File: config.mk
export PLATFORM = sky130hd
export DESIGN_NAME = bmp_rle_decoder
export DESIGN_NICKNAME = d
export VERILOG_FILES = /design/src/rtl/bmprle_pkg.sv /design/src/rtl/bmprle_front.sv /design/src/rtl/bmprle_queue.sv /design/src/rtl/bmprle_back.sv /design/src/rtl/bmp_rle_decoder.sv
export SDC_FILE = /design/constraint.sdc
export NUM_CORES = 1
export LEC_CHECK = 0
export ABC_AREA = 1
export BUFFER_PORTS_ARGS = -buffer_cell sky130_fd_sc_hd__buf_2
export CAP_MARGIN = 20
export CELL_PAD_IN_SITES_DETAIL_PLACEMENT = 0
export CELL_PAD_IN_SITES_GLOBAL_PLACEMENT = 1
export CORE_MARGIN = 10
export CORE_UTILIZATION = 50
export DETAILED_ROUTE_END_ITERATION = 10
export GPL_ROUTABILITY_DRIVEN = 0
export PLACE_DENSITY_LB_ADDON = 0.1
export SYNTH_ARGS = -nofsm -noshare
export SYNTH_HDL_FRONTEND = slang
export SYNTH_SLANG_ARGS = --single-unit
File: constraint.sdc
create_clock -name clk -period 8.5 [get_ports clk]
set_input_delay 1.7 -clock clk [delete_from_list [all_inputs] [get_ports clk]]
set_output_delay 1.7 -clock clk [all_outputs]
set_load 0.02 [all_outputs]
File: src/rtl/bmprle_pkg.sv
`default_nettype none
package bmprle_pkg;

	typedef enum logic [2:0] {
		KIND_RUN   = 3'd0,
		KIND_EOL   = 3'd1,
		KIND_DELTA = 3'd2,
		KIND_EOB   = 3'd3,
		KIND_ERROR = 3'd4
	} kind_t;

	typedef enum logic [1:0] {
		MODE_RAW  = 2'd0,
		MODE_RLE8 = 2'd1,
		MODE_RLE4 = 2'd2,
		MODE_NONE = 2'd3
	} mode_t;

	localparam logic [1:0] REG_MODE   = 2'd0;
	localparam logic [1:0] REG_WIDTH  = 2'd1;
	localparam logic [1:0] REG_HEIGHT = 2'd2;

	typedef enum logic [7:0] {
		PH_FIRST   = 8'b0000_0001,
		PH_VALUE   = 8'b0000_0010,
		PH_ESCAPE  = 8'b0000_0100,
		PH_DX      = 8'b0000_1000,
		PH_DY      = 8'b0001_0000,
		PH_ABS     = 8'b0010_0000,
		PH_PAD     = 8'b0100_0000,
		PH_STOPPED = 8'b1000_0000
	} phase_t;

	typedef struct packed {
		kind_t      kind;
		logic [7:0] pixel_count;
		logic [7:0] pattern;
		logic       alternate;
		logic [7:0] delta_x;
		logic [7:0] delta_y;
	} item_t;

	typedef struct packed {
		logic        we;
		logic [1:0]  index;
		logic [15:0] data;
	} cfg_write_t;

endpackage
`default_nettype wire

File: src/rtl/bmprle_front.sv
`default_nettype none
module bmprle_front (
	input  wire logic                    clk,
	input  wire logic                    arst_n,
	input  wire bmprle_pkg::cfg_write_t  cfg_wr,
	input  wire logic                    accept,
	input  wire logic [7:0]              data_byte,
	output logic                         push,
	output bmprle_pkg::item_t            push_item
);

	bmprle_pkg::mode_t  mode_q;
	logic [15:0]        width_q;
	logic [15:0]        height_q;
	bmprle_pkg::phase_t phase_q, phase_d;
	logic [7:0]         held_q, held_d;
	logic [7:0]         rem_q, rem_d;
	logic               pad_q, pad_d;
	logic [7:0]         dx_q, dx_d;
	logic               nib;
	logic [8:0]         half_sum;
	logic               abs_pad;
	logic [1:0]         abs_cnt;
	logic               emit;
	bmprle_pkg::item_t  item;

	always_ff @(posedge clk or negedge arst_n) begin
		if (!arst_n) begin
			mode_q   <= bmprle_pkg::MODE_RLE8;
			width_q  <= 16'd1;
			height_q <= 16'd1;
		end else if (cfg_wr.we) begin
			case (cfg_wr.index)
				bmprle_pkg::REG_MODE:   mode_q   <= bmprle_pkg::mode_t'(cfg_wr.data[1:0]);
				bmprle_pkg::REG_WIDTH:  width_q  <= cfg_wr.data;
				bmprle_pkg::REG_HEIGHT: height_q <= cfg_wr.data;
				default: ;
			endcase
		end
	end

	assign nib      = (mode_q == bmprle_pkg::MODE_RLE4);
	assign half_sum = {1'b0, data_byte} + 9'd1;
	assign abs_pad  = nib ? half_sum[1] : data_byte[0];

	always_comb begin
		if (nib && rem_q >= 8'd2) begin
			abs_cnt = 2'd2;
		end else if (rem_q == 8'd0) begin
			abs_cnt = 2'd0;
		end else begin
			abs_cnt = 2'd1;
		end
	end

	always_comb begin
		phase_d = phase_q;
		held_d  = held_q;
		rem_d   = rem_q;
		pad_d   = pad_q;
		dx_d    = dx_q;
		emit    = 1'b0;
		item    = '{kind: bmprle_pkg::KIND_RUN, pixel_count: 8'd0, pattern: 8'd0,
			alternate: 1'b0, delta_x: 8'd0, delta_y: 8'd0};
		unique case (mode_q)
			bmprle_pkg::MODE_RAW: begin
				emit             = 1'b1;
				item.pixel_count = 8'd1;
				item.pattern     = data_byte;
			end
			bmprle_pkg::MODE_RLE8, bmprle_pkg::MODE_RLE4: begin
				unique case (phase_q)
					bmprle_pkg::PH_FIRST: begin
						if (data_byte != 8'd0) begin
							held_d  = data_byte;
							phase_d = bmprle_pkg::PH_VALUE;
						end else begin
							phase_d = bmprle_pkg::PH_ESCAPE;
						end
					end
					bmprle_pkg::PH_VALUE: begin
						phase_d          = bmprle_pkg::PH_FIRST;
						emit             = 1'b1;
						item.pixel_count = held_q;
						item.pattern     = data_byte;
						item.alternate   = nib;
					end
					bmprle_pkg::PH_ESCAPE: begin
						case (data_byte)
							8'd0: begin
								phase_d   = bmprle_pkg::PH_FIRST;
								emit      = 1'b1;
								item.kind = bmprle_pkg::KIND_EOL;
							end
							8'd1: begin
								phase_d   = bmprle_pkg::PH_STOPPED;
								emit      = 1'b1;
								item.kind = bmprle_pkg::KIND_EOB;
							end
							8'd2: phase_d = bmprle_pkg::PH_DX;
							default: begin
								rem_d   = data_byte;
								pad_d   = abs_pad;
								phase_d = bmprle_pkg::PH_ABS;
							end
						endcase
					end
					bmprle_pkg::PH_DX: begin
						dx_d    = data_byte;
						phase_d = bmprle_pkg::PH_DY;
					end
					bmprle_pkg::PH_DY: begin
						emit = 1'b1;
						if ({8'd0, dx_q} > width_q || {8'd0, data_byte} > height_q) begin
							phase_d   = bmprle_pkg::PH_STOPPED;
							item.kind = bmprle_pkg::KIND_ERROR;
						end else begin
							phase_d      = bmprle_pkg::PH_FIRST;
							item.kind    = bmprle_pkg::KIND_DELTA;
							item.delta_x = dx_q;
							item.delta_y = data_byte;
						end
					end
					bmprle_pkg::PH_ABS: begin
						rem_d = rem_q - {6'd0, abs_cnt};
						if (rem_d == 8'd0) begin
							phase_d = pad_q ? bmprle_pkg::PH_PAD : bmprle_pkg::PH_FIRST;
						end
						emit             = 1'b1;
						item.pixel_count = {6'd0, abs_cnt};
						item.pattern     = data_byte;
						item.alternate   = nib;
					end
					bmprle_pkg::PH_PAD: begin
						pad_d   = 1'b0;
						phase_d = bmprle_pkg::PH_FIRST;
					end
					default: ;
				endcase
			end
			default: ;
		endcase
	end

	always_ff @(posedge clk or negedge arst_n) begin
		if (!arst_n) begin
			phase_q <= bmprle_pkg::PH_FIRST;
			held_q  <= 8'd0;
			rem_q   <= 8'd0;
			pad_q   <= 1'b0;
			dx_q    <= 8'd0;
		end else if (accept) begin
			phase_q <= phase_d;
			held_q  <= held_d;
			rem_q   <= rem_d;
			pad_q   <= pad_d;
			dx_q    <= dx_d;
		end
	end

	assign push      = accept && emit;
	assign push_item = item;

	a_stopped_holds: assert property (@(posedge clk) disable iff (!arst_n)
		phase_q == bmprle_pkg::PH_STOPPED |=> phase_q == bmprle_pkg::PH_STOPPED)
		else $error("parser left the stopped state");

	a_abs_has_pixels: assert property (@(posedge clk) disable iff (!arst_n)
		phase_q == bmprle_pkg::PH_ABS |-> rem_q != 8'd0)
		else $error("absolute run phase with no pixels left");

endmodule
`default_nettype wire

File: src/rtl/bmprle_queue.sv
`default_nettype none
module bmprle_queue #(
	parameter int DEPTH = 4
) (
	input  wire logic               clk,
	input  wire logic               arst_n,
	input  wire logic               push,
	input  wire bmprle_pkg::item_t  push_item,
	input  wire logic               pop,
	output logic                    full,
	output logic                    empty,
	output bmprle_pkg::item_t       head_item
);

	localparam int AW = (DEPTH > 1) ? $clog2(DEPTH) : 1;
	localparam int CW = $clog2(DEPTH + 1);

	bmprle_pkg::item_t mem_q [DEPTH];
	logic [AW-1:0]     wr_q;
	logic [AW-1:0]     rd_q;
	logic [CW-1:0]     count_q;

	assign full      = (count_q == CW'(DEPTH));
	assign empty     = (count_q == '0);
	assign head_item = mem_q[rd_q];

	always_ff @(posedge clk) begin
		if (push) begin
			mem_q[wr_q] <= push_item;
		end
	end

	always_ff @(posedge clk or negedge arst_n) begin
		if (!arst_n) begin
			wr_q    <= '0;
			rd_q    <= '0;
			count_q <= '0;
		end else begin
			if (push) begin
				wr_q <= (wr_q == AW'(DEPTH - 1)) ? '0 : wr_q + AW'(1);
			end
			if (pop) begin
				rd_q <= (rd_q == AW'(DEPTH - 1)) ? '0 : rd_q + AW'(1);
			end
			if (push && !pop) begin
				count_q <= count_q + CW'(1);
			end else if (pop && !push) begin
				count_q <= count_q - CW'(1);
			end
		end
	end

	a_no_overflow: assert property (@(posedge clk) disable iff (!arst_n)
		!(full && push && !pop))
		else $error("queue written while full");

	a_no_underflow: assert property (@(posedge clk) disable iff (!arst_n)
		!(empty && pop))
		else $error("queue read while empty");

endmodule
`default_nettype wire

File: src/rtl/bmprle_back.sv
`default_nettype none
module bmprle_back (
	input  wire logic               clk,
	input  wire logic               arst_n,
	input  wire logic               empty,
	input  wire bmprle_pkg::item_t  head_item,
	input  wire logic               out_stall,
	output logic                    pop,
	output logic                    out_valid,
	output bmprle_pkg::item_t       out_item
);

	logic              valid_q;
	bmprle_pkg::item_t item_q;

	assign pop       = !empty && (!valid_q || !out_stall);
	assign out_valid = valid_q;
	assign out_item  = item_q;

	always_ff @(posedge clk or negedge arst_n) begin
		if (!arst_n) begin
			valid_q <= 1'b0;
		end else if (!valid_q || !out_stall) begin
			valid_q <= !empty;
		end
	end

	always_ff @(posedge clk) begin
		if (pop) begin
			item_q <= head_item;
		end
	end

endmodule
`default_nettype wire

File: src/rtl/bmp_rle_decoder.sv
`default_nettype none
// Channel  Direction  Handshake             Payload
// in       to block   in_valid / in_stall   data_byte
// out      from block out_valid / out_stall kind, pixel_count, pattern, alternate,
//                                           delta_x, delta_y
// cfg      to block   cfg_valid / cfg_ready cfg_index, cfg_data
//
// One input item is taken every cycle unless stalled; the parser state is registered.
// A result goes into the queue as its byte is taken, then on to the output register.
// in_stall rises only when the QDEPTH-entry queue is full because out_stall holds it.
// cfg_ready is always high. Reset is asynchronous and needs no clearing pass.
module bmp_rle_decoder #(
	parameter int QDEPTH = 4
) (
	input  wire logic        clk,
	input  wire logic        arst_n,
	input  wire logic        in_valid,
	output logic             in_stall,
	input  wire logic [7:0]  data_byte,
	output logic             out_valid,
	input  wire logic        out_stall,
	output logic [2:0]       kind,
	output logic [7:0]       pixel_count,
	output logic [7:0]       pattern,
	output logic             alternate,
	output logic [7:0]       delta_x,
	output logic [7:0]       delta_y,
	input  wire logic        cfg_valid,
	output logic             cfg_ready,
	input  wire logic [1:0]  cfg_index,
	input  wire logic [15:0] cfg_data
);

	bmprle_pkg::cfg_write_t cfg_wr;
	bmprle_pkg::item_t      push_item;
	bmprle_pkg::item_t      head_item;
	bmprle_pkg::item_t      out_item;
	logic                   accept;
	logic                   push;
	logic                   pop;
	logic                   full;
	logic                   empty;

	assign cfg_ready = 1'b1;
	assign cfg_wr    = '{we: cfg_valid, index: cfg_index, data: cfg_data};
	assign in_stall  = full;
	assign accept    = in_valid && !full;

	bmprle_front u_front (
		.clk       (clk),
		.arst_n    (arst_n),
		.cfg_wr    (cfg_wr),
		.accept    (accept),
		.data_byte (data_byte),
		.push      (push),
		.push_item (push_item)
	);

	bmprle_queue #(
		.DEPTH (QDEPTH)
	) u_queue (
		.clk       (clk),
		.arst_n    (arst_n),
		.push      (push),
		.push_item (push_item),
		.pop       (pop),
		.full      (full),
		.empty     (empty),
		.head_item (head_item)
	);

	bmprle_back u_back (
		.clk       (clk),
		.arst_n    (arst_n),
		.empty     (empty),
		.head_item (head_item),
		.out_stall (out_stall),
		.pop       (pop),
		.out_valid (out_valid),
		.out_item  (out_item)
	);

	assign kind        = out_item.kind;
	assign pixel_count = out_item.pixel_count;
	assign pattern     = out_item.pattern;
	assign alternate   = out_item.alternate;
	assign delta_x     = out_item.delta_x;
	assign delta_y     = out_item.delta_y;

endmodule
`default_nettype wire

# Word level (Yosys, flattened, before mapping)
# Memories as Yosys holds them, arrays and structs flattened. A register that Yosys moved wholly into a read port is not among the register bits.
# Index checks and enable logic that the tools add are counted.
[totals] in_bits=31 output_inout_bits=39 ramBits=144 reg_bits=75 elab_cells=109 mem_count=1
[op_classes] n_addsub=6 order_cmp=3 mux=31 eq_ne=18 reduce_logical=38
[mem_list] memory="u_queue.mem_q" depth=4 width=36 read_ports=1 rd_ports_with_merged_regs=1 wr=1 line_no="bmprle_queue.sv:18" rtl="bmprle_pkg::item_t mem_q [DEPTH];"
[op_table] op="$pmux W8 S6" count=1
[op_table] op="$pmux W17 S2" count=1
[op_table] op="$gt A8 B16 Y1" count=2
[op_table] op="$mux W16" count=2
[op_table] op="$pmux W16 S2" count=1
[op_table] op="$logic_not A8 Y1" count=3
[op_table] op="$mux W8" count=3
[op_table] op="$pmux W8 S3" count=1
[op_table] op="$mux W17" count=1
[op_table] op="$eq A8 B1 Y1 const B" count=2
[op_table] op="$eq A8 B2 Y1 const B" count=2
[op_table] op="$pmux W8 S2" count=1
[op_table] op="$reduce_and A4 Y1" count=4
[op_table] op="$mux W3" count=5
[op_table] op="$eq A2 B2 Y1 const B" count=4
[op_table] op="$eq A8 B3 Y1 const B" count=1
[op_table] op="$eq A8 B4 Y1 const B" count=1
[op_table] op="$eq A8 B5 Y1 const B" count=1
[op_table] op="$eq A8 B6 Y1 const B" count=1
[op_table] op="$eq A8 B7 Y1 const B" count=1
[op_table] op="$ge A8 B2 Y1 const B" count=1
[op_table] op="$reduce_bool A8 Y1" count=1
[op_table] op="$sub A8 B2 Y8" count=1
[op_table] op="$mux W7" count=1
[op_table] op="other kinds (23)" count=54

# Longest topological paths before layout
# Gate-level depths: netlist (run 1).
[depth] word_depth=10 mapped_depth=18 ltp_nobuf=18

# Cells and area by module
# A second synthesis (run 1) with hierarchy kept.
[unflattened] cells_unflattened=1085 hier_area_um2=11639.9
[by_module_without_submodules] module="bmprle_queue" seq_area_each_um2=4499.3 area_each_um2=6376.1 cells_each=470 instances=1
[by_module_without_submodules] module="bmprle_front" seq_area_each_um2=1681.6 area_each_um2=4120.2 cells_each=571 instances=1
[by_module_without_submodules] module="bmprle_back" seq_area_each_um2=1106.1 area_each_um2=1122.3 cells_each=40 instances=1
[by_module_without_submodules] module="bmp_rle_decoder" seq_area_each_um2=0.0 area_each_um2=21.3 cells_each=4 instances=1

# Worst setup path after synthesis (run 1)
# Ideal clock, no wire load.
[synth_timing] path_kind="input to register" start="input port data_byte[0]" end="memory u_queue.mem_q[3][0] (netlist bit), enable pin" arrival_time_ps=4145 path_stages=10 required_time_ps=8071 slack_ps=3926 cell_sequence="inv_1 ha_1 nand2_1 nor2_2 nand2_1 nand2_1 nand2_1 nand3_2 nand2_4 nor2_1"
[synth_via] elab_chain_cells=8 elab_cells_between_ends=9
[synth_rtl] element="from (decl)" line_no="bmp_rle_decoder.sv:19" rtl="input wire logic [7:0] data_byte,"
[synth_rtl] element="$eq A8 B1 Y1 or $logic_not A8 Y1 (tied branches)" line_no="bmprle_front.sv:89" rtl="case (data_byte)"
[synth_rtl] element="$reduce_or A2 Y1 (no line) (*)"
[synth_rtl] element="$mux W1 (*)" line_no="bmprle_front.sv:89"
[synth_rtl] element="$pmux W1 S2 (*)" line_no="bmprle_front.sv:72" rtl="unique case (phase_q)"
[synth_rtl] element="$pmux W1 S2 (*)" line_no="bmprle_front.sv:65" rtl="unique case (mode_q)"
[synth_rtl] element="$logic_and A1 B1 Y1 (*)" line_no="bmprle_front.sv:161" rtl="assign push = accept && emit;"
[synth_rtl] element="$mux W1 (*)" line_no="bmprle_queue.sv:28" rtl="if (push) begin"
[synth_rtl] element="$mux W1 (not written as such) (*)" line_no="bmprle_queue.sv:29" rtl="mem_q[wr_q] <= push_item;"
[synth_rtl] element="to (decl)" line_no="bmprle_queue.sv:18"
# Mark *: on every way between the ends. The rest lies on a longest branch, timed or not.

# Worst setup path in the final report (run 1)
[layout_timing] start="input port data_byte[0]" end="register u_queue.count_q[2]"
[layout_via] elab_chain_cells=9 elab_cells_between_ends=12
[layout_rtl] element="$eq A8 B1 Y1 or $logic_not A8 Y1 (tied branches)" line_no="bmprle_front.sv:89"
[layout_rtl] element="$reduce_or A2 Y1 (no line) (*)"
[layout_rtl] element="$mux W1 (*)" line_no="bmprle_front.sv:89"
[layout_rtl] element="$pmux W1 S2 (*)" line_no="bmprle_front.sv:72"
[layout_rtl] element="$pmux W1 S2 (*)" line_no="bmprle_front.sv:65"
[layout_rtl] element="$logic_and A1 B1 Y1 (*)" line_no="bmprle_front.sv:161"
[layout_rtl] element="via push" line_no="bmp_rle_decoder.sv:39" rtl="logic push;"
[layout_rtl] element="$logic_not A1 Y1" line_no="bmprle_queue.sv:47" rtl="end else if (pop && !push) begin"
[layout_rtl] element="$logic_and A1 B1 Y1" line_no="bmprle_queue.sv:47"
[layout_rtl] element="$reduce_bool A2 Y1 (no line)"
[layout_rtl] element="to (signal assigned)" line_no="bmprle_queue.sv:46" rtl="count_q <= count_q + CW'(1);"
[layout_rtl] element="to (signal assigned)" line_no="bmprle_queue.sv:48" rtl="count_q <= count_q - CW'(1);"
[layout_rtl] element="to (decl)" line_no="bmprle_queue.sv:21" rtl="logic [CW-1:0] count_q;"
# The timed path passes the listed nets; every way through them passes the cells marked *.
# A chain may end at the register's enable or synchronous reset.

==> results of run 1 <==
==> layer usage <==
| layer | vias up | track usage |
|---|---|---|
| met2 | 153 | 0.264 |
| li1 | 3550 | - |
| met4 | 0 | 0.0348 |
| met3 | 27 | 0.0289 |
| met5 | - | 0 |
| met1 | 3388 | 0.219 |
==> how the worst max path moves through the flow <==
stage	startpoint	endpoint	cells past startpoint
finish	data_byte[0]	u_queue.count_q[2]	17
global route	data_byte[0]	u_queue.count_q[2]	17
CTS	data_byte[0]	u_queue.count_q[2]	17
detailed placement	data_byte[0]	u_queue.count_q[2]	17
global placement	data_byte[0]	u_queue.mem_q[1][31]	11
floorplan	data_byte[0]	u_queue.mem_q[3][0]	10
==> sequential cells by signal (all words and copies together) (netlist names) <==
signal            count
u_queue.mem_q       144
u_back.out_item      36
u_front.height_q     16
u_front.width_q      16
u_front.dx_q          8
u_front.held_q        8
u_front.phase_q       8
u_front.rem_q         8
u_queue.count_q       3
u_front.mode_q        2
u_queue.rd_q          2
u_queue.wr_q          2
u_back.out_valid      1
u_front.pad_q         1
==> cell type report <==
class                      instances  area, µm²  share of cell area
clock buffer                      33        708              0.0560
clock inverter                    17        198              0.0156
inverter                          94        355              0.0281
multi-input combinational        611       3250               0.257
sequential                       255       7290               0.577
tap                              280        350              0.0277
timing repair buffer              79        485              0.0384
==> logic make-up after synthesis <==
logic type,share of synthesized area
other cells,0.000340
xor+xnor,0.00397
flops,0.661
mux,0.00102
compound gates,0.0999
buf+inv,0.0471
simple gates,0.149
fa+ha+maj,0.0377
==> cell usage after synthesis (7+ instances only) <==
cell type / number
inv_2: 8
dfrtp_1: 71
o22ai_1: 36
nor2_1: 142
ha_1: 30
o21ai_2: 8
o21ai_1: 24
inv_1: 85
nand2_1: 160
o21ai_0: 112
nor3_1: 10
nand3_1: 19
nor2_4: 7
edfxtp_1: 180
nand2_2: 7
clkbuf_1: 29
a21oi_1: 10
==> per-stage QoR <==
stage | cell area [µm²] | util | hold WS, ps | worst slack (ps)
6_report | 12600 | 0.581 | 484 | 4820
5_1_grt | 12600 | 0.581 | 498 | 4440
4_1_cts | 12600 | 0.579 | 488 | 4820
3_5_place_dp | 11700 | 0.538 | 473 | 4280
3_3_place_gp | 11600 | 0.535 | 467 | 4180
2_1_floorplan | 11000 | - | 453 | 3930
==> power by group <==
| part | switching [W] | leakage [nW] | internal (W) |
|---|---|---|---|
| combinational | 0.000649 | 2.07 | 0.000285 |
| clock | 0.000463 | 0.443 | 0.000716 |
| sequential | 0.0000607 | 2.61 | 0.00161 |
==> cell usage in the layout, fill, tap and decap left out, types with 5 or more instances in the layout <==
cell type and instances:
a21oi_1 10, buf_2 67, buf_4 8, clkbuf_1 5, clkbuf_16 27, clkinv_1 5
dfrtp_1 70, edfxtp_1 180, ha_1 30, inv_1 85, inv_2 8, nand2_1 160
nand2_2 7, nand3_1 19, nand3_2 5, nand4_1 5, nor2_1 138, nor2_4 11
nor3_1 10, o21a_1 6, o21ai_0 112, o21ai_1 24, o21ai_2 8, o22ai_1 36
==> worst min-delay path: cells and delay by family, from the launching register on <==
kind	cells	cell delay, ps
simple gates	1	50
compound gates	1	60
flops	1	340
==> flow_summary_export.csv, run 1 <==
group,metric,value,unit
run_status,status,"finished clean",
setup_path,rrSetupSlack,5430,ps
die,core-area,21800,µm²
timing,finalCritPeriodShare,0.433,
synthesis,synth_cell_types,41,
hold_path,holdPathEnd,"u_front.height_q[5]",
synthesis,syn_nets,1059,
clock_network,clk_pin_slew,60,ps
cells_and_area,fillCellCount,1863,
setup_path,timing.rr.end,"u_front.phase_q[5]",
timing,clock_skew,12.2,ps
synthesis,syn_inst,996,
setup_path,required,8900,ps
detailed_routing,drc,0,
placed_design,io_buffers,68,
synthesis,synth_ff_type,"edfxtp_1",
timing,max_slew.worst_pin.slew,1010,ps
clock_network,cts-htree-levels,1,
setup_path,cp-start-kind,"input port",
clock_network,cts.path.max_buffers,3,
clock_network,cts_resized,0,
clock_network,cts-buffers-inserted,27,
setup_path,crit_slowest_cell,"fa_1",
detailed_routing,wl_met3,1350,µm
clock_network,cts_tree,"built",
hold_path,hold_start,"u_front.height_q[5]",
setup_path,max_stage_delay,370,ps
global_route,track_usage,0.161,
global_route,grt_max_degree,75,
synthesis,synth_top_area_frac,0.490,
timing,fmax,272,MHz
detailed_routing,dr_total_vias,7118,
clock_network,cts_hold_buf,0,
synthesis,synth_seq_cells,255,
synthesis,synthesis.area,11000,µm²
timing,tns,0,ps
setup_path,worstReg2RegStart,"u_front.mode_q[0]",
detailed_routing,drtPass1Iterations,5,
setup_path,cp_max_fo,8,
hold_path,min_path_cells,2,
setup_path,path_delay_family,"simple AND/OR/NAND/NOR gates",
synthesis,synthTopCellsByArea,"edfxtp_1, dfrtp_1, nand2_1",
die,die_x,169,µm
global_route,grt_pass1_vias,7061,
die,ios,70,
cells_and_area,syn_to_final_growth,14.6,%
cells_and_area,fin_cells,1369,
setup_path,cp_num_buf_inv,4,
placed_design,hpwlAfterDp,15000,µm
detailed_routing,ant_nets,0,
timing,rsz0062_at_grt,"false",
cells_and_area,drive_gt1_frac,0.163,
detailed_routing,drt-met1-wl,10500,µm
detailed_routing,via_per_inst,5.20,
power_and_ir_drop,power.density,299,nW/µm²
synthesis,synth_area_per_cell,11.1,µm²
clock_network,clock-root-buffer,"clkbuf_16",
power_and_ir_drop,ir_worst_vdd,157,µV
detailed_routing,drtIter0Drc,513,
synthesis,ys_seq_area_frac,0.661,
cells_and_area,final_nets,1131,
setup_path,setup.worst_path.class,"in -> reg",
clock_network,clock_sinks,255,
setup_path,rr_worst_depth,17,
detailed_routing,met2WireLength,10900,µm
cells_and_area,n_antenna_cell,0,
synthesis,synth_edf_count,180,
timing,slew_headroom,0.328,
timing,slew_viol_final,0,
power_and_ir_drop,total_power,0.00378,W
hold_path,hold_class,"reg -> reg",
synthesis,postSynth.asyncResetShare,0.294,
die,die_h,169,µm
global_route,grt_pass1_wl,37400,µm
die,start_util,0.507,
detailed_routing,routed.top_layer,"met4",
timing,setup_violations,0,
power_and_ir_drop,leakage,5.12,nW
synthesis,ys_warn_count,0,
die,placementRows,54,
timing,hold_viol,0,
clock_network,clkLatencyLatePin,520,ps
global_route,antenna_found_initial,0,
clock_network,post_cts_buffers,0,
placed_design,dpl.cell_count,1317,
setup_path,crit_chain,"buf_2 > inv_1 > ha_1 > nand2_1 > nor2_2 > nand2_1 > nand2_1 > nand2_1 > nand3_2 > nand2_4 > inv_2 > ha_1 > inv_1 > fa_1 > a21oi_1 > o21ai_0 > xor2_1",
global_route,gr-total-overflow,0,
synthesis,synth_area_leader_cell,"edfxtp_1",
setup_path,worstPathArrival,4080,ps
detailed_routing,routed_wl,23000,µm
run,drv_cap,0,
detailed_routing,detail_route.wl_per_cell,16.8,µm
setup_path,endpoint_kind,"register",
timing,period_needed,3680,ps
setup_path,cpMostUsedCell,"nand2_1",
die,dieArea,28400,µm²
Note: power is estimated with default switching activity, not from simulation.
==> run 2: changes to the inputs <==
Settings changed: CORE_UTILIZATION 50 to 49.
Clock period 8.5 ns to 3.5 ns, I/O delays scaled along.
==> flow_summary_export.csv, run 2 (same netlist as run 1, synthesis figures left out) <==
group,metric,value,unit
power_and_ir_drop,leakage,5.12,nW
detailed_routing,drtPass1Iterations,5,
placed_design,io_buffers,68,
power_and_ir_drop,switchingPower,0.00283,W
timing,holdWs,185,ps
cells_and_area,n_antenna_cell,0,
global_route,grt.met3_usage,0.0278,
setup_path,max_stage_delay,550,ps
timing,rsz0062_at_grt,"false",
placed_design,dpl-instance-area,11800,µm²
global_route,met1_usage,0.217,
global_route,grt_pass1_vias,7055,
die,die_x,170,µm
detailed_routing,dr_total_vias,7068,
clock_network,clock_sinks,255,
clock_network,cts.path.max_buffers,3,
cells_and_area,final_cell_mix,"edfxtp_1, nand2_1, nor2_1",
die,ios,70,
clock_network,cts-buffers-inserted,27,
run,drv_cap,0,
clock_network,cts-htree-levels,1,
run_status,status,"finished clean",
power_and_ir_drop,internal-power,0.00621,W
die,core-area,22000,µm²
clock_network,cts_hold_buf,0,
clock_network,clkLatencyLatePin,520,ps
cells_and_area,drive_gt1_frac,0.165,
power_and_ir_drop,p_comb_frac,0.248,
detailed_routing,ant_nets,0,
setup_path,required,3910,ps
cells_and_area,top_register,"u_queue.mem_q",
power_and_ir_drop,seqPwrFrac,0.447,
power_and_ir_drop,total_power,0.00904,W
clock_network,post_cts_buffers,0,
cells_and_area,syn_to_final_growth,14.6,%
placed_design,hpwlAfterDp,15000,µm
power_and_ir_drop,p_sw_frac,0.313,
timing,finalCritPeriodShare,0.834,
die,dieArea,28900,µm²
global_route,met2_usage,0.274,
cells_and_area,largest_reg_flops,144,
cells_and_area,layout_commonest_cell,"edfxtp_1",
setup_path,cp_max_fo,7,
detailed_routing,via_per_inst,5.14,
hold_path,hold_class,"in -> async",
timing,hold_viol,0,
setup_path,worstPathArrival,3330,ps
setup_path,setup.worst_path.class,"reg -> reg",
timing,max_slew.worst_pin.slew,870,ps
clock_network,clk_pin_slew,60,ps
power_and_ir_drop,power.density,715,nW/µm²
timing,setup_violations,0,
timing,fmax,343,MHz
die,die_h,170,µm
global_route,grt_pass1_wl,37700,µm
timing,slew_viol_final,0,
cells_and_area,fin_area,12600,µm²
die,placementRows,54,
detailed_routing,drc,0,
detailed_routing,drtIter0Drc,502,
die,start_util,0.502,
clock_network,cts_resized,0,
cells_and_area,fin_util,0.576,
detailed_routing,routed_wl,23400,µm
global_route,grt_max_degree,75,
power_and_ir_drop,ir_worst_vdd,375,µV
global_route,gr-total-overflow,0,
setup_path,cp-start-kind,"register",
clock_network,clock-root-buffer,"clkbuf_16",
timing,slew_headroom,0.419,
cells_and_area,fillCellCount,1858,
setup_path,cpMostUsedCell,"nand2_1",
timing,clock_skew,5.90,ps
detailed_routing,detail_route.wl_per_cell,17.0,µm
global_route,track_usage,0.163,
setup_path,endpoint_kind,"register",
global_route,antenna_found_initial,0,
clock_network,cts_tree,"built",
cells_and_area,final_nets,1138,
setup_path,crit_chain,"inv_1 > ha_1 > nand2_1 > inv_1 > nor2_1 > ha_1 > inv_1 > fa_1 > nand3b_1 > nor2_1 > nand2_1 > nor2_1 > nand2_1 > nand2_2 > nand2_4 > nand2_1 > nand2_1",
power_and_ir_drop,clockPowerShare,0.305,
timing,period_needed,2920,ps
setup_path,crit_slowest_cell,"dfstp_2",
global_route,top_usage_layer,"met2",
## run 2: cell count changes in the layout (fill, tap and decap cells not counted), moves of 2 or more
cell,before,now
buf_16,2,0
clkbuf_8,1,3
clkinv_1,5,1
buf_12,1,4
clkbuf_1,5,11
inv_6,2,0
buf_4,8,14
bufinv_16,4,2
## run 2: path summary, 6_finish.rpt
kind,start,slack (ps),end,cells past startpoint
worst min register to register,u_front.width_q[14],480,u_front.width_q[14],2
worst max-delay path,u_front.mode_q[0],580,u_front.phase_q[2],17
min in group clk,out_stall,430,u_back.out_valid,3
worst max register to register,u_front.mode_q[0],580,u_front.phase_q[2],17
worst min-delay path,arst_n,190,u_front.rem_q[2],1
max in group asynchronous,arst_n,2580,u_front.phase_q[0],2
## run 2: layout make-up
cell class              count  area (µm²)  share of cell area
clock buffers              41         758              0.0600
clock inverters             8        98.8             0.00782
inverters                  94         355              0.0281
multi-input cells         611        3250               0.257
flip-flops and latches    255        7290               0.577
well taps                 280         350              0.0277
repair buffers             86         536              0.0424
## run 2: power by group through the flow
| stage | clock [W] | combinational [W] | sequential [W] |
|---|---|---|---|
| final | 0.00276 | 0.00224 | 0.00404 |
| after global routing | 0.00293 | 0.00253 | 0.00410 |
| after CTS | 0.00281 | 0.00230 | 0.00405 |
| after detailed placement | 0 | 0.00230 | 0.00411 |
| after global placement | 0 | 0.00227 | 0.00410 |
| after floorplan | 0 | 0.00120 | 0.00441 |
## run 2: stage by stage
step | setup slack (ps) | std cells | TNS [ps]
after global routing | 292 | 1375 | 0
after CTS | 549 | 1374 | 0
after floorplan | -74.0 | 996 | -10650
after global placement | 406 | 1325 | 0
after detailed placement | 351 | 1325 | 0
final | 581 | 1375 | 0
## run 2: critical path: cells and delay by family (launching register included)
family	cells	cell delay [ps]
buf+inv	3	200
simple gates	11	1200
fa+ha+maj	3	880
flops	1	550
## run 2: routing by layer
metal | wire, µm | vias to the layer above
met5 | 0 | -
met4 | 306 | 0
met3 | 1150 | 28
met2 | 11200 | 122
met1 | 10800 | 3360
li1 | - | 3558
==> run 3: changes to the inputs <==
Clock period 3.5 ns to 2.75 ns, I/O delays scaled along.
==> flow_summary_export.csv, run 3 (same netlist as run 1, synthesis figures left out) <==
group,metric,value,unit
run_status,status,"finished clean",
run,drv_cap,0,
global_route,grt_max_degree,75,
placed_design,io_buffers,68,
detailed_routing,drtIter0Drc,566,
clock_network,cts-htree-levels,1,
cells_and_area,fillCellCount,1829,
die,ios,70,
cells_and_area,n_antenna_cell,0,
timing,fmax,383,MHz
setup_path,path_delay_family,"simple AND/OR/NAND/NOR gates",
die,die_x,170,µm
clock_network,clk_pin_slew,70,ps
timing,tns,0,ps
cells_and_area,largest_reg_flops,144,
power_and_ir_drop,seqPwrFrac,0.444,
timing,finalCritPeriodShare,0.950,
placed_design,hpwlAfterDp,15200,µm
cells_and_area,syn_to_final_growth,17.2,%
die,die_h,170,µm
timing,slew_viol_final,0,
setup_path,cp_num_buf_inv,3,
setup_path,cpMostUsedCell,"nand2_1",
cells_and_area,top_register,"u_queue.mem_q",
power_and_ir_drop,total_power,0.0116,W
setup_path,crit_slowest_cell,"dfstp_2",
cells_and_area,layout_commonest_cell,"edfxtp_1",
global_route,gr-total-overflow,0,
die,dieArea,28900,µm²
power_and_ir_drop,leakage,5.30,nW
cells_and_area,drive_gt1_frac,0.197,
cells_and_area,fin_util,0.589,
detailed_routing,dr_total_vias,7217,
global_route,grt_pass1_vias,7219,
clock_network,cts-buffers-inserted,26,
power_and_ir_drop,clockPowerShare,0.301,
setup_path,required,3160,ps
detailed_routing,drtPass1Iterations,6,
detailed_routing,via_per_inst,5.15,
die,placementRows,54,
setup_path,max_stage_delay,530,ps
detailed_routing,routed_wl,23600,µm
setup_path,cp-start-kind,"register",
power_and_ir_drop,power.density,897,nW/µm²
clock_network,clkLatencyLatePin,520,ps
setup_path,cp_max_fo,7,
timing,setup_violations,0,
detailed_routing,drc,0,
timing,slew_headroom,0.504,
setup_path,endpoint_kind,"register",
clock_network,clock-root-buffer,"clkbuf_16",
timing,clock_skew,11.2,ps
timing,max_slew.worst_pin.slew,744,ps
power_and_ir_drop,switchingPower,0.00366,W
detailed_routing,ant_nets,0,
power_and_ir_drop,internal-power,0.00793,W
die,start_util,0.502,
die,core-area,22000,µm²
clock_network,cts.path.max_buffers,3,
power_and_ir_drop,p_sw_frac,0.316,
clock_network,cts_tree,"built",
timing,hold_viol,0,
power_and_ir_drop,ir_worst_vdd,584,µV
global_route,track_usage,0.163,
timing,rsz0062_at_grt,"true",
setup_path,setup.worst_path.class,"reg -> reg",
detailed_routing,detail_route.wl_per_cell,16.8,µm
global_route,grt_pass1_wl,37800,µm
clock_network,clock_sinks,255,
timing,period_needed,2610,ps
cells_and_area,final_nets,1167,
setup_path,worstPathArrival,3030,ps
cells_and_area,final_cell_mix,"edfxtp_1, nand2_1, nor2_1",
power_and_ir_drop,p_comb_frac,0.255,
global_route,antenna_found_initial,0,
setup_path,crit_chain,"inv_1 > ha_2 > nand2_1 > inv_2 > nor2_4 > ha_4 > inv_2 > fa_1 > nand3b_1 > nor2_1 > nand2_1 > nor2_2 > nand2_2 > nand2_4 > nand2_4 > nand2_1 > nand2_1",
hold_path,hold_class,"in -> reg",
## run 3: cell types whose count changed in the layout (fill, tap and decap cells not counted), sizes merged
cell	delta
buf	+29
clkbuf	-13
clkinv	+7
inv	+2
bufinv	+1
dlygate4sd3	+1
## run 3: routing by layer
metal  share of wire  GRT usage  vias up
met3           0.048     0.0278       26
li1                -          -     3619
met4           0.012     0.0389        0
met2            0.48      0.279      139
met5               0          0        -
met1            0.46      0.212     3433
## run 3: per-stage QoR
stage	instance area (µm²)	cells	setup slack [ps]	hold slack, ps
floorplan	11000	996	-82.9	254
global placement	12000	1352	58.9	467
detailed placement	12000	1352	-27.3	474
CTS	12900	1400	29.1	225
global route	12900	1402	-71.8	260
finish	12900	1402	138	247
## run 3: path summary, 6_finish.rpt
kind | startpoint | to | slack [ps] | cells after the start
min in group asynchronous | arst_n | u_front.rem_q[6] | 530 | 2
hold / removal | out_stall | u_back.out_valid | 250 | 3
setup reg to reg | u_front.mode_q[0] | u_front.phase_q[3] | 140 | 17
setup / recovery | u_front.mode_q[0] | u_front.phase_q[3] | 140 | 17
hold reg to reg | u_front.width_q[6] | u_front.width_q[6] | 480 | 2
max in group asynchronous | arst_n | u_front.height_q[0] | 1560 | 3
## run 3: area by class of cell
class,instances,area (µm²),share of cell area
sequential,255,7290,0.564
multi-input combinational,611,3290,0.255
timing repair buffer,116,793,0.0613
clock buffer,28,679,0.0525
inverter,94,355,0.0275
tap,280,350,0.0271
clock inverter,18,171,0.0133
## run 3: worst reg2reg max path, stage by stage (launching register included)
cell and delay (ps):
dfstp_2 530, inv_1 60, ha_2 180, nand2_1 90
inv_2 60, nor2_4 100, ha_4 140, inv_2 40
fa_1 450, nand3b_1 170, nor2_1 100, nand2_1 70
nor2_2 130, nand2_2 80, nand2_4 100, nand2_4 80
nand2_1 60, nand2_1 50
## run 3: power by group through the flow
stage,clock network (W),registers (W),logic (W)
2_1_floorplan,0,0.00561,0.00153
3_3_place_gp,0,0.00522,0.00296
3_5_place_dp,0,0.00523,0.00299
4_1_cts,0.00359,0.00515,0.00300
5_1_grt,0.00372,0.00522,0.00328
6_report,0.00350,0.00515,0.00295
## run 3: what timing repair did
action,in CTS,in global routing
pin swaps,1,1
setup buffers,1,2
setup endpoints to repair,6,9
hold endpoints to repair,29,0
gates resized for setup,2,10
hold buffers,1,0
